==> src/rtl/assert_macros.svh <==
// ----------------------------------------------------------------------------
// assert_macros.svh
// Concurrent assertion shorthands shared by the RTL files.
// ----------------------------------------------------------------------------
`ifndef ASSERT_MACROS_SVH
`define ASSERT_MACROS_SVH

// Expression must hold at every clock edge out of reset.
`define ASSERT_ALWAYS(label, clk, rst_n, expr) \
	label: assert property (@(posedge clk) disable iff (!(rst_n)) (expr)) \
		else $error("assertion failed");

// Consequent must hold in the same cycle as the antecedent.
`define ASSERT_IMPLY(label, clk, rst_n, ante, cons) \
	label: assert property (@(posedge clk) disable iff (!(rst_n)) (ante) |-> (cons)) \
		else $error("assertion failed");

// Expression must never become true.
`define ASSERT_NEVER(label, clk, rst_n, expr) \
	label: assert property (@(posedge clk) disable iff (!(rst_n)) !(expr)) \
		else $error("assertion failed");

`endif

==> src/rtl/kscl_pkg.sv <==
// ----------------------------------------------------------------------------
// kscl_pkg
// Shared constants, types and the key decoder of the keypad code lock.
// ----------------------------------------------------------------------------
package kscl_pkg;

	// Register map
	localparam int          CFG_IDX_W        = 1;
	localparam logic [0:0]  CFG_SCAN_PERIOD  = 1'd0;
	localparam logic [0:0]  CFG_CODE_DIGITS  = 1'd1;

	// Field widths
	localparam int COL_W    = 4;
	localparam int MAP_W    = 16;
	localparam int KEY_W    = 4;
	localparam int DRIVE_W  = 3;
	localparam int PERIOD_W = 16;
	localparam int DIGIT_W  = 4;
	localparam int CODE_MAX = 11;
	localparam int CODE_W   = CODE_MAX * DIGIT_W;

	// Code length and entry position range
	localparam int CODE_LENGTH = 11;
	localparam int POS_W       = 4;

	// Default register values and row count
	localparam int                 ROW_COUNT_DEF   = 4;
	localparam logic [PERIOD_W-1:0] PERIOD_RESET   = 16'd100;
	localparam logic [CODE_W-1:0]   CODE_RESET     = 44'd6734513980198;
	localparam logic [DRIVE_W-1:0]  DRIVE_NONE     = 3'd4;

	// Key codes
	localparam logic [KEY_W-1:0] KEY_CLEAR = 4'd10;
	localparam logic [KEY_W-1:0] KEY_BACK  = 4'd11;
	localparam logic [KEY_W-1:0] KEY_OK    = 4'd12;
	localparam logic [KEY_W-1:0] KEY_NONE  = 4'd13;

	// Key for each map bit (column + 4 * row)
	localparam logic [KEY_W-1:0] BIT_TO_KEY [MAP_W] = '{
		4'd7, 4'd8, 4'd9, 4'd10, 4'd4, 4'd5, 4'd6, 4'd11,
		4'd1, 4'd2, 4'd3, 4'd13, 4'd0, 4'd13, 4'd13, 4'd12
	};

	// Request from the scanner to the lock sequencer
	typedef struct packed {
		logic             step;
		logic             press;
		logic [KEY_W-1:0] key;
	} lock_req_t;

	// Lock sequencer status
	typedef struct packed {
		logic [POS_W-1:0] position;
		logic             open;
	} lock_stat_t;

	// Map to key code: only a single pressed key decodes
	function automatic logic [KEY_W-1:0] decode_key(input logic [MAP_W-1:0] map);
		logic [KEY_W-1:0] k;
		k = KEY_NONE;
		for (int b = 0; b < MAP_W; b++) begin
			if (map == (MAP_W'(1) << b))
				k = BIT_TO_KEY[b[3:0]];
		end
		return k;
	endfunction

endpackage

==> src/rtl/kscl_lock.sv <==
// ----------------------------------------------------------------------------
// kscl_lock
// Code entry sequencer: digit check, clear, backspace, ok and lockout.
// ----------------------------------------------------------------------------
module kscl_lock (
	input  logic                                clk,
	input  logic                                arst_n,
	input  kscl_pkg::lock_req_t                 req,
	input  logic [kscl_pkg::CODE_W-1:0]         code_digits,
	output kscl_pkg::lock_stat_t                stat
);

	localparam int PW = kscl_pkg::POS_W;
	localparam int KW = kscl_pkg::KEY_W;

	logic [PW-1:0] pos_q;
	logic          open_q;
	logic [PW-1:0] pos_d;
	logic          open_d;
	logic [PW-1:0] idx;
	logic [KW-1:0] digit;
	logic [kscl_pkg::CODE_W-1:0] shifted;

	// Pick the expected digit; indexes past the stored code read as zero
	assign idx     = pos_q - PW'(1);
	assign shifted = code_digits >> {idx, 2'b00};
	assign digit   = shifted[KW-1:0];

	// Next position on a new press
	always_comb begin
		pos_d  = pos_q;
		open_d = open_q;
		if (req.press) begin
			if (pos_q == '0) begin
				if (req.key == kscl_pkg::KEY_CLEAR)
					pos_d = PW'(1);
			end else if (pos_q <= PW'(kscl_pkg::CODE_LENGTH) &&
			             req.key < kscl_pkg::KEY_NONE && req.key == digit) begin
				pos_d = pos_q + PW'(1);
			end else if (req.key == kscl_pkg::KEY_CLEAR) begin
				pos_d = PW'(1);
			end else if (req.key == kscl_pkg::KEY_BACK) begin
				pos_d = (pos_q > PW'(1)) ? pos_q - PW'(1) : PW'(1);
			end else if (req.key == kscl_pkg::KEY_OK) begin
				if (pos_q == PW'(kscl_pkg::CODE_LENGTH + 1))
					open_d = 1'b1;
				pos_d = PW'(1);
			end else begin
				pos_d = '0;
			end
		end
	end

	// Advance once per tick
	always_ff @(posedge clk or negedge arst_n) begin
		if (!arst_n) begin
			pos_q  <= PW'(1);
			open_q <= 1'b0;
		end else if (req.step) begin
			pos_q  <= pos_d;
			open_q <= open_d;
		end
	end

	assign stat.position = pos_q;
	assign stat.open     = open_q;

endmodule

==> src/rtl/keypad_scan_code_lock.sv <==
// ----------------------------------------------------------------------------
// keypad_scan_code_lock
// Keypad matrix row scanner feeding a code entry lock.
// ----------------------------------------------------------------------------
// One tick beat is accepted per clock cycle while the sink does not stall. A
// beat lands in an input register; when the result register is free or being
// drained, the tick counter, row scan, key decode and lock sequencer update
// together and the result beat appears, so the sustained rate is one beat per
// cycle, set only by the single state-update stage. The result register holds
// the beat while the sink stalls and the input register still takes one more.
// ----------------------------------------------------------------------------
`include "assert_macros.svh"

module keypad_scan_code_lock #(
	parameter int ROW_COUNT = kscl_pkg::ROW_COUNT_DEF
) (
	input  logic                                   clk,
	input  logic                                   arst_n,
	// configuration
	input  logic                                   cfg_valid,
	output logic                                   cfg_ready,
	input  logic [kscl_pkg::CFG_IDX_W-1:0]         cfg_index,
	input  logic [kscl_pkg::CODE_W-1:0]            cfg_data,
	// tick input
	input  logic                                   in_valid,
	output logic                                   in_ready,
	input  logic [kscl_pkg::COL_W-1:0]             column_levels,
	// result
	output logic                                   out_valid,
	input  logic                                   out_ready,
	output logic [kscl_pkg::DRIVE_W-1:0]           drive_row,
	output logic [kscl_pkg::MAP_W-1:0]             key_map,
	output logic [kscl_pkg::KEY_W-1:0]             key_code,
	output logic [kscl_pkg::POS_W-1:0]             entry_position,
	output logic                                   unlocked
);

	localparam int RW = (ROW_COUNT > 1) ? $clog2(ROW_COUNT) : 1;
	localparam int DW = kscl_pkg::DRIVE_W;
	localparam int MW = kscl_pkg::MAP_W;
	localparam int CW = kscl_pkg::COL_W;
	localparam int TW = kscl_pkg::PERIOD_W;

	// Configuration registers
	logic [TW-1:0]                 scan_period_q;
	logic [kscl_pkg::CODE_W-1:0]   code_digits_q;

	// Pipeline and state
	logic          valid_s1;
	logic [CW-1:0] cols_s1;
	logic          out_valid_q;
	logic          advance;
	logic [TW-1:0] tick_q;
	logic [RW-1:0] row_q;
	logic          started_q;
	logic [MW-1:0] map_q;
	logic [kscl_pkg::KEY_W-1:0] key_q;

	logic [TW-1:0] tick_inc;
	logic          scan;
	logic [MW-1:0] map_d;
	logic [RW-1:0] row_d;
	logic [kscl_pkg::KEY_W-1:0] key_d;

	kscl_pkg::lock_req_t  lock_req;
	kscl_pkg::lock_stat_t lock_stat;

	// Configuration writes are always taken
	assign cfg_ready = 1'b1;

	always_ff @(posedge clk or negedge arst_n) begin
		if (!arst_n) begin
			scan_period_q <= kscl_pkg::PERIOD_RESET;
			code_digits_q <= kscl_pkg::CODE_RESET;
		end else if (cfg_valid) begin
			unique case (cfg_index)
				kscl_pkg::CFG_SCAN_PERIOD: scan_period_q <= cfg_data[TW-1:0];
				kscl_pkg::CFG_CODE_DIGITS: code_digits_q <= cfg_data;
				default: ;
			endcase
		end
	end

	// Handshake: advance when the result register is free or being drained
	assign advance  = valid_s1 && (!out_valid_q || out_ready);
	assign in_ready = !valid_s1 || advance;

	always_ff @(posedge clk or negedge arst_n) begin
		if (!arst_n) begin
			valid_s1    <= 1'b0;
			out_valid_q <= 1'b0;
		end else begin
			if (in_valid && in_ready)
				valid_s1 <= 1'b1;
			else if (advance)
				valid_s1 <= 1'b0;
			if (advance)
				out_valid_q <= 1'b1;
			else if (out_ready)
				out_valid_q <= 1'b0;
		end
	end

	// Hold the tick beat
	always_ff @(posedge clk) begin
		if (in_valid && in_ready)
			cols_s1 <= column_levels;
	end

	// Tick counter and scan strobe
	assign tick_inc = tick_q + TW'(1);
	assign scan     = (tick_inc >= scan_period_q) || (tick_inc == '0);
	assign row_d    = (row_q == RW'(ROW_COUNT - 1)) ? '0 : row_q + RW'(1);

	// Latch the current row's columns; rows past the map are dropped
	always_comb begin
		map_d = map_q;
		if (scan) begin
			for (int r = 0; r < MW / CW; r++) begin
				if (r < ROW_COUNT && int'(row_q) == r)
					map_d[r*CW +: CW] = ~cols_s1;
			end
		end
	end

	assign key_d = kscl_pkg::decode_key(map_d);

	// A changed nonzero map is a new press
	assign lock_req.step  = advance;
	assign lock_req.press = (map_d != '0) && (map_d != map_q);
	assign lock_req.key   = key_d;

	kscl_lock u_lock (
		.clk         (clk),
		.arst_n      (arst_n),
		.req         (lock_req),
		.code_digits (code_digits_q),
		.stat        (lock_stat)
	);

	// Advance scanner state once per tick
	always_ff @(posedge clk or negedge arst_n) begin
		if (!arst_n) begin
			tick_q    <= '0;
			row_q     <= '0;
			started_q <= 1'b0;
			map_q     <= '0;
			key_q     <= kscl_pkg::KEY_NONE;
		end else if (advance) begin
			tick_q <= scan ? '0 : tick_inc;
			if (scan) begin
				row_q     <= row_d;
				started_q <= 1'b1;
			end
			map_q <= map_d;
			key_q <= key_d;
		end
	end

	// Result beat straight from the state registers
	assign out_valid      = out_valid_q;
	assign drive_row      = started_q ? DW'(row_q) : kscl_pkg::DRIVE_NONE;
	assign key_map        = map_q;
	assign key_code       = key_q;
	assign entry_position = lock_stat.position;
	assign unlocked       = lock_stat.open;

	// Checks
	`ASSERT_NEVER(a_unlock_sticky, clk, arst_n, $fell(lock_stat.open))
	`ASSERT_ALWAYS(a_pos_range, clk, arst_n,
		lock_stat.position <= kscl_pkg::POS_W'(kscl_pkg::CODE_LENGTH + 1))
	`ASSERT_IMPLY(a_key_single, clk, arst_n, key_q != kscl_pkg::KEY_NONE, $onehot(map_q))
	`ASSERT_IMPLY(a_no_scan_no_map, clk, arst_n, !started_q, map_q == '0)

endmodule

==> config.mk <==
export PLATFORM = sky130hd
export DESIGN_NAME = keypad_scan_code_lock
export DESIGN_NICKNAME = d
export VERILOG_FILES = /design/src/rtl/kscl_pkg.sv /design/src/rtl/kscl_lock.sv /design/src/rtl/keypad_scan_code_lock.sv
export VERILOG_INCLUDE_DIRS = /design/src /design/src/rtl
export SDC_FILE = /design/constraint.sdc
export NUM_CORES = 1
export LEC_CHECK = 0
export ABC_AREA = 1
export BUFFER_PORTS_ARGS = -buffer_cell sky130_fd_sc_hd__buf_4
export CAP_MARGIN = 20
export CORE_MARGIN = 3
export CORE_UTILIZATION = 50
export CTS_BUF_LIST = sky130_fd_sc_hd__clkbuf_16
export CTS_CLUSTER_SIZE = 24
export DETAILED_ROUTE_END_ITERATION = 6
export MAX_ROUTING_LAYER = met4
export PLACE_DENSITY_LB_ADDON = 0.12
export SETUP_SLACK_MARGIN = 0.15
export SLEW_MARGIN = 25
export SYNTH_ARGS = -nofsm -noshare
export SYNTH_HDL_FRONTEND = slang
export SYNTH_HIERARCHICAL = 1
export SYNTH_SLANG_ARGS = --single-unit
==> constraint.sdc <==
create_clock -name clk -period 10.84 [get_ports clk]
set_input_delay 1.084 -clock clk [delete_from_list [all_inputs] [get_ports clk]]
set_output_delay 1.084 -clock clk [all_outputs]
set_load 0.005 [all_outputs]
# Word level (Yosys, flattened, before mapping)
# Cells that the tools add are included.
totals:
  regBits: 110
  input_bits: 54
  output_inout_bits: 31
  wordCells: 110
classes:
  add_sub_neg: 4
  order_cmp: 4
  n_eq_ne: 27
  shifts: 1
  muxes: 35
  bitwise_logic: 6
  reduce_logical: 21
op_table:
  columns: ["operator", "n"]
  rows:
  - ["$mux W4", 26]
  - ["$shr A44 B6 Y4", 1]
  - ["$mux W16", 2]
  - ["$add A16 B1 Y16 const B", 1]
  - ["$eq A16 B1 Y1 const B", 1]
  - ["$eq A16 B10 Y1 const B", 1]
  - ["$eq A16 B11 Y1 const B", 1]
  - ["$eq A16 B12 Y1 const B", 1]
  - ["$eq A16 B13 Y1 const B", 1]
  - ["$eq A16 B14 Y1 const B", 1]
  - ["$eq A16 B15 Y1 const B", 1]
  - ["$eq A16 B16 Y1 const B", 1]
  - ["$eq A16 B2 Y1 const B", 1]
  - ["$eq A16 B3 Y1 const B", 1]
  - ["$eq A16 B4 Y1 const B", 1]
  - ["$eq A16 B5 Y1 const B", 1]
  - ["$eq A16 B6 Y1 const B", 1]
  - ["$eq A16 B7 Y1 const B", 1]
  - ["$eq A16 B8 Y1 const B", 1]
  - ["$eq A16 B9 Y1 const B", 1]
  - ["$eq A4 B4 Y1 const B", 4]
  - ["$ge A16 B16 Y1", 1]
  - ["$logic_not A16 Y1", 1]
  - ["$ne A16 B16 Y1", 1]
  - ["other kinds (25)", 45]

# Longest topological paths before layout
logic_depth:
  ltp_word: 27
  depth_mapped: 37

# Cells and area by module
# Netlist, hierarchy kept.
by_module_without_submodules:
  columns: ["module", "n_inst", "cells_each", "area_per_inst_um2", "seq_area_each_um2"]
  rows:
  - ["keypad_scan_code_lock", 1, 772, 6119.6, 2668.8]
  - ["kscl_lock", 1, 186, 1053.5, 126.4]

# Least setup slack after synthesis
# No wires, ideal clock.
synth_timing:
  path_kind: "register to register"
  startpoint: "register tick_q[0]"
  endpoint: "register u_lock.pos_q[1]"
  setup_ns: 0.065
  t_arrival_ns: 4.085
  required_time_ns: 10.775
  path_slack_ns: 6.690
  stages_incl_launch_ff: 32
  n_path_buf: 2
  period_less_slack_ns: 4.150
  path_cell_list: "dfrtp_1 > ha_1 > nand2_1 > nor2_2 > nand4_1 > nand2_1 > inv_1 > ha_1 > nand2_1 > inv_1 > a31oi_1 > o21ai_0 > nor2_1 > nand2_1 > nor2_1 > buf_2 > buf_2 > nand3_1 > nand2_2 > nor2_1 > nand2_1 > nor2_1 > nand2_1 > nand4_1 > nor2_1 > and3_1 > inv_1 > nor4_1 > nand2_1 > o21ai_0 > nand3_1 > nand2_1"
synth_lines:
  columns: ["item", "line_no", "rtl"]
  rows:
  - ["from (decl)", "keypad_scan_code_lock.sv:53", "logic [TW-1:0] tick_q;"]
  - ["from (signal assigned)", "keypad_scan_code_lock.sv:150", "tick_q <= scan ? '0 : tick_inc;"]
  - ["$add A16 B1 Y16 *", "keypad_scan_code_lock.sv:111", "assign tick_inc = tick_q + TW'(1);"]
  - ["$ge A16 B16 Y1 / $logic_not A16 Y1 (equally long branches)", "keypad_scan_code_lock.sv:112", "assign scan = (tick_inc >= scan_period_q) || (tick_inc == '0);"]
  - ["$logic_or A1 B1 Y1 *", "keypad_scan_code_lock.sv:112", null]
  - ["$mux W16 *", "keypad_scan_code_lock.sv:118", "if (scan) begin"]
  - ["$eq A16 B2 Y1", "kscl_pkg.sv:62", "if (map == (MAP_W'(1) << b))"]
  - ["$mux W4 (14 in series)", "kscl_pkg.sv:62", null]
  - ["$mux W4 *", "kscl_pkg.sv:62", null]
  - ["net key_d (one bit)", "keypad_scan_code_lock.sv:63", "logic [kscl_pkg::KEY_W-1:0] key_d;"]
  - ["$lt A4 B4 Y1 / $eq A4 B4 Y1 (equally long branches)", "kscl_lock.sv:38, kscl_lock.sv:42", null]
  - ["$logic_and A1 B1 Y1 / $mux W4 (equally long branches)", "kscl_lock.sv:37, kscl_lock.sv:42", null]
  - ["$logic_and A1 B1 Y1 / $mux W4 (equally long branches)", "kscl_lock.sv:38, kscl_lock.sv:40", null]
  - ["$mux W4", "kscl_lock.sv:37", "end else if (pos_q <= PW'(kscl_pkg::CODE_LENGTH) &&"]
  - ["$mux W4", "kscl_lock.sv:34", "if (pos_q == '0) begin"]
  - ["to (signal assigned)", "kscl_lock.sv:60", "pos_q <= pos_d;"]
  - ["to (decl)", "kscl_lock.sv:16", "logic [PW-1:0] pos_q;"]
# Mark *: on every way through the listed nets, which the timed path passes. The rest lies on a longest branch.
# A chain may end at the register's enable or synchronous reset.

# Final worst setup path
layout_timing:
  startpoint: "register tick_q[0]"
  endpoint: "register u_lock.pos_q[3]"
layout_via:
  elab_chain_len: 26
layout_rtl:
  columns: ["item", "line_no"]
  rows:
  - ["$add A16 B1 Y16 *", "keypad_scan_code_lock.sv:111"]
  - ["$ge A16 B16 Y1 / $logic_not A16 Y1 (equally long branches)", "keypad_scan_code_lock.sv:112"]
  - ["$logic_or A1 B1 Y1 *", "keypad_scan_code_lock.sv:112"]
  - ["$mux W16 *", "keypad_scan_code_lock.sv:118"]
  - ["$eq A16 B1 Y1", "kscl_pkg.sv:62"]
  - ["$mux W4 (15 in series)", "kscl_pkg.sv:62"]
  - ["$mux W4 *", "kscl_pkg.sv:62"]
  - ["net key_d (one bit)", "keypad_scan_code_lock.sv:63"]
  - ["$lt A4 B4 Y1 / $eq A4 B4 Y1 (equally long branches)", "kscl_lock.sv:38, kscl_lock.sv:42"]
  - ["$logic_and A1 B1 Y1 / $mux W4 (equally long branches)", "kscl_lock.sv:37, kscl_lock.sv:42"]
  - ["$logic_and A1 B1 Y1 / $mux W4 (equally long branches)", "kscl_lock.sv:38, kscl_lock.sv:40"]
  - ["$mux W4", "kscl_lock.sv:37"]
  - ["$mux W4", "kscl_lock.sv:34"]
# Marks and branches as above.

==> results.tsv <==
metric	value	unit
final hold vios	0	
Switching Share	49.3	%
Synth Area in Compound Gates	9.59	%
Net count, final	1101	
TNS Setup	0	ns
Worst-Skew Late Latency	0.37	ns
critical path capture point type	flip-flop	
vias	6315	
Pre-Repair DR Iteration Count	6	
Leak	4.15	nW
htree depth	3	
Rows	43	
CTS tree	built	
DP Cell Count	1191	
sequential fraction of design power	29.4	%
critical path's slowest cell	dfrtp_1	
share of layout cells above drive strength 1	20.5	%
WHS Path Cells	2	
syn_area_per_cell	7.49	um^2
post-synthesis xor/xnor area fraction	0.366	%
Max VDD drop	0.114	mV
crit-path leading delay family	simple AND/OR/NAND/NOR gates	
DP HPWL	12.8	mm
number of I/O pins	85	
Final Cycle Share	45.2	%
Reg2Reg Setup Slack	5.94	ns
largest family of logic cells by synthesized area	simple AND/OR/NAND/NOR gates	
CP max FO	27	
Worst R2R End	u_lock/pos_q[3]$_DFFE_PN0P_	
clock transition at the registers of the reported paths	0.08	ns
setup bufs post-CTS	0	
Vias/cell	5.23	
CP Buf/Inv Count	5	
Mapped Area	7170	um^2
Finished Layout Cells	1207	
FMAX	204	MHz
crit path time final	4.90	ns
R2R Path Start	tick_q[0]$_DFFE_PN0P_	
unrepaired setup endpoints after global routing	no	
ys async rst share	96.4	%
Synth cell types	51	
post-synthesis sequential area ratio	39.0	%
Synth Register Bits	110	
number of flops mapped to enable cells by yosys	4	
Hold Crit Class	flip-flop to flip-flop	
DR iter-0 viols	411	
slew of the pin with the lowest slew margin	0.858	ns
max incr delay on CP	0.43	ns
vias in the first global route	5889	
power share of the clock group	16.1	%
Ys Warns	6	
Int Pwr	1.07	mW
Starting Density	51.5	%
adder-cell area share of the yosys netlist	4.36	%
buffer depth of the longest clock path	2	
Slew headroom	42.7	%
clock root buffer master	clkbuf_16	
Worst Path Arrival	5.21	ns
switching pwr	1.04	mW
Final Wtd Congestion	0.943	
hold endpoint	key_code[3]$_DFFE_PN1P_	
Synthesized Nets	1037	
# clock sinks	110	
initial antenna violation count	0	
ANT nets after route	0	
routed wire length	17.3	mm
commonest non-fill, non-tap cell in the layout	nand2_1	
# diodes	0	
crit path launch type	flip-flop	
mux cell area share after synthesis	4.40	%
wire per inst	14.3	um
Synth Area in Simple Gates	31.9	%
status	finished clean	
WP data required	11.15	ns
Remaining Overflow, GRT	0	
die width	126	um
port bufs	83	
die area	15800	um^2
dominant synthesized flop cell	dfrtp_1	
CP most frequent cell	nand2_1	
final setup fails	0	
Die H	126	um
combinational power share	54.4	%
Hold Startpoint	key_code[3]$_DFFE_PN1P_	
Crit path depth	28	
Max Clock Skew	0.00806	ns
Core ar.	13900	um^2
global-route wire length before repair	29.3	mm
commonest cells after routing, fill and taps aside	nand2_1, inv_1, nand3_1	
area grow syn2layout	13.3	%
post-cts sizing count	0	
hold_buf cts	0	
TritonCTS Buffers	9	
Power Density	260	nW/um^2
Max Cap Viol	0	
drt drc	0	
CP Class	flip-flop to flip-flop	
Slew Limit Fails	0	
Cells after Synth	958	
GRT Total Usage	23.2	%
Worst Reg-to-Reg Cells	28	
pin count of the biggest net entering global routing	62	
-- final cells by class --
type / count / area (um^2)
Multi-Input combinational cell: 678 / 3640
Tap cell: 180 / 225
Timing Repair Buffer: 86 / 646
Clock buffer: 9 / 225
Fill cell: 1353 / 5800
Inverter: 137 / 522
Sequential cell: 110 / 2800
Clock inverter: 7 / 76.3
-- per-layer routing --
layer | GRT usage, % | part of all wire [%] | vias up
li1 | - | - | 3228
met3 | 4.20 | 5.4 | 24
met4 | 6.18 | 1.5 | 0
met1 | 31.4 | 47 | 2904
met2 | 36.5 | 46 | 159
met5 | - | 0 | -
-- kinds of logic after synthesis --
logic type	after synthesis
muxes	28
xor gates and xnor gates	3
buffers and inverters	170
DFF	110
other	1
and+or+nand+nor	494
AOI/OAI and AO/OA	127
adders and majority gates	25
-- sequential cells by signal, summed over array words and instances, names as in the netlist, 2 cells and up --
register and flops:
code_digits_q 44, key_map 16, scan_period_q 16, tick_q 16, cols_s1 4, key_code 4
u_lock/pos_q 4, row_q 2
-- power by group through the flow --
stage          combinational (mW)  clock (mW)  sequential [mW]
2_1_floorplan               0.900           0            0.586
3_5_place_dp                 1.14           0            0.628
4_1_cts                      1.15       0.349            0.621
6_report                     1.15       0.340            0.622
3_3_place_gp                 1.15           0            0.625
5_1_grt                      1.30       0.367            0.637
-- synthesized netlist by cell type, types with 5 or more instances --
master | instances | area share [%]
nand2_1 | 265 | 14
o21ai_0 | 91 | 6.3
nand4_1 | 16 | 1.4
nand3_1 | 102 | 7.1
dfrtp_1 | 88 | 31
nor3_1 | 11 | 0.77
mux2_2 | 28 | 4.4
inv_2 | 9 | 0.47
o21ai_1 | 9 | 0.63
buf_6 | 6 | 0.94
nand2_2 | 19 | 1.7
buf_1 | 5 | 0.26
dfstp_2 | 18 | 6.6
nor2_4 | 9 | 1.4
nor2_2 | 13 | 1.1
o22ai_1 | 5 | 0.44
nor2_1 | 42 | 2.2
ha_1 | 25 | 4.4
inv_1 | 126 | 6.6
a21oi_1 | 8 | 0.56
clkbuf_1 | 11 | 0.58
-- metrics by stage --
| step | worst slack [ns] | cell area [um^2] | utilization [%] | hold slack [ns] | power (mW) |
|---|---|---|---|---|---|
| 2_1_floorplan | 6.69 | 7170 | - | 0.444 | 1.49 |
| 3_3_place_gp | 6.06 | 7820 | 56.1 | 0.462 | 1.77 |
| 3_5_place_dp | 6.03 | 7830 | 56.2 | 0.465 | 1.77 |
| 4_1_cts | 6.01 | 8130 | 58.3 | 0.479 | 2.12 |
| 5_1_grt | 5.24 | 8130 | 58.3 | 0.496 | 2.31 |
| 6_report | 5.94 | 8130 | 58.3 | 0.475 | 2.11 |
-- how the worst max path moves through the flow --
stage,startpoint,to
6_report,tick_q[0]$_DFFE_PN0P_,u_lock/pos_q[3]$_DFFE_PN0P_
3_3_place_gp,tick_q[0]$_DFFE_PN0P_,u_lock/pos_q[3]$_DFFE_PN0P_
4_1_cts,tick_q[0]$_DFFE_PN0P_,u_lock/pos_q[3]$_DFFE_PN0P_
2_1_floorplan,tick_q[0]$_DFFE_PN0P_,u_lock/pos_q[1]$_DFFE_PN0P_
5_1_grt,tick_q[0]$_DFFE_PN0P_,u_lock/pos_q[3]$_DFFE_PN0P_
3_5_place_dp,tick_q[0]$_DFFE_PN0P_,u_lock/pos_q[3]$_DFFE_PN0P_
-- worst min-delay path: cells and delay by family (launching register included) --
family	cells	cell delay, ns
AND/OR/NAND/NOR	2	0.11
flip-flops	1	0.38
No activity file was read; power rests on OpenSTA's default activity.
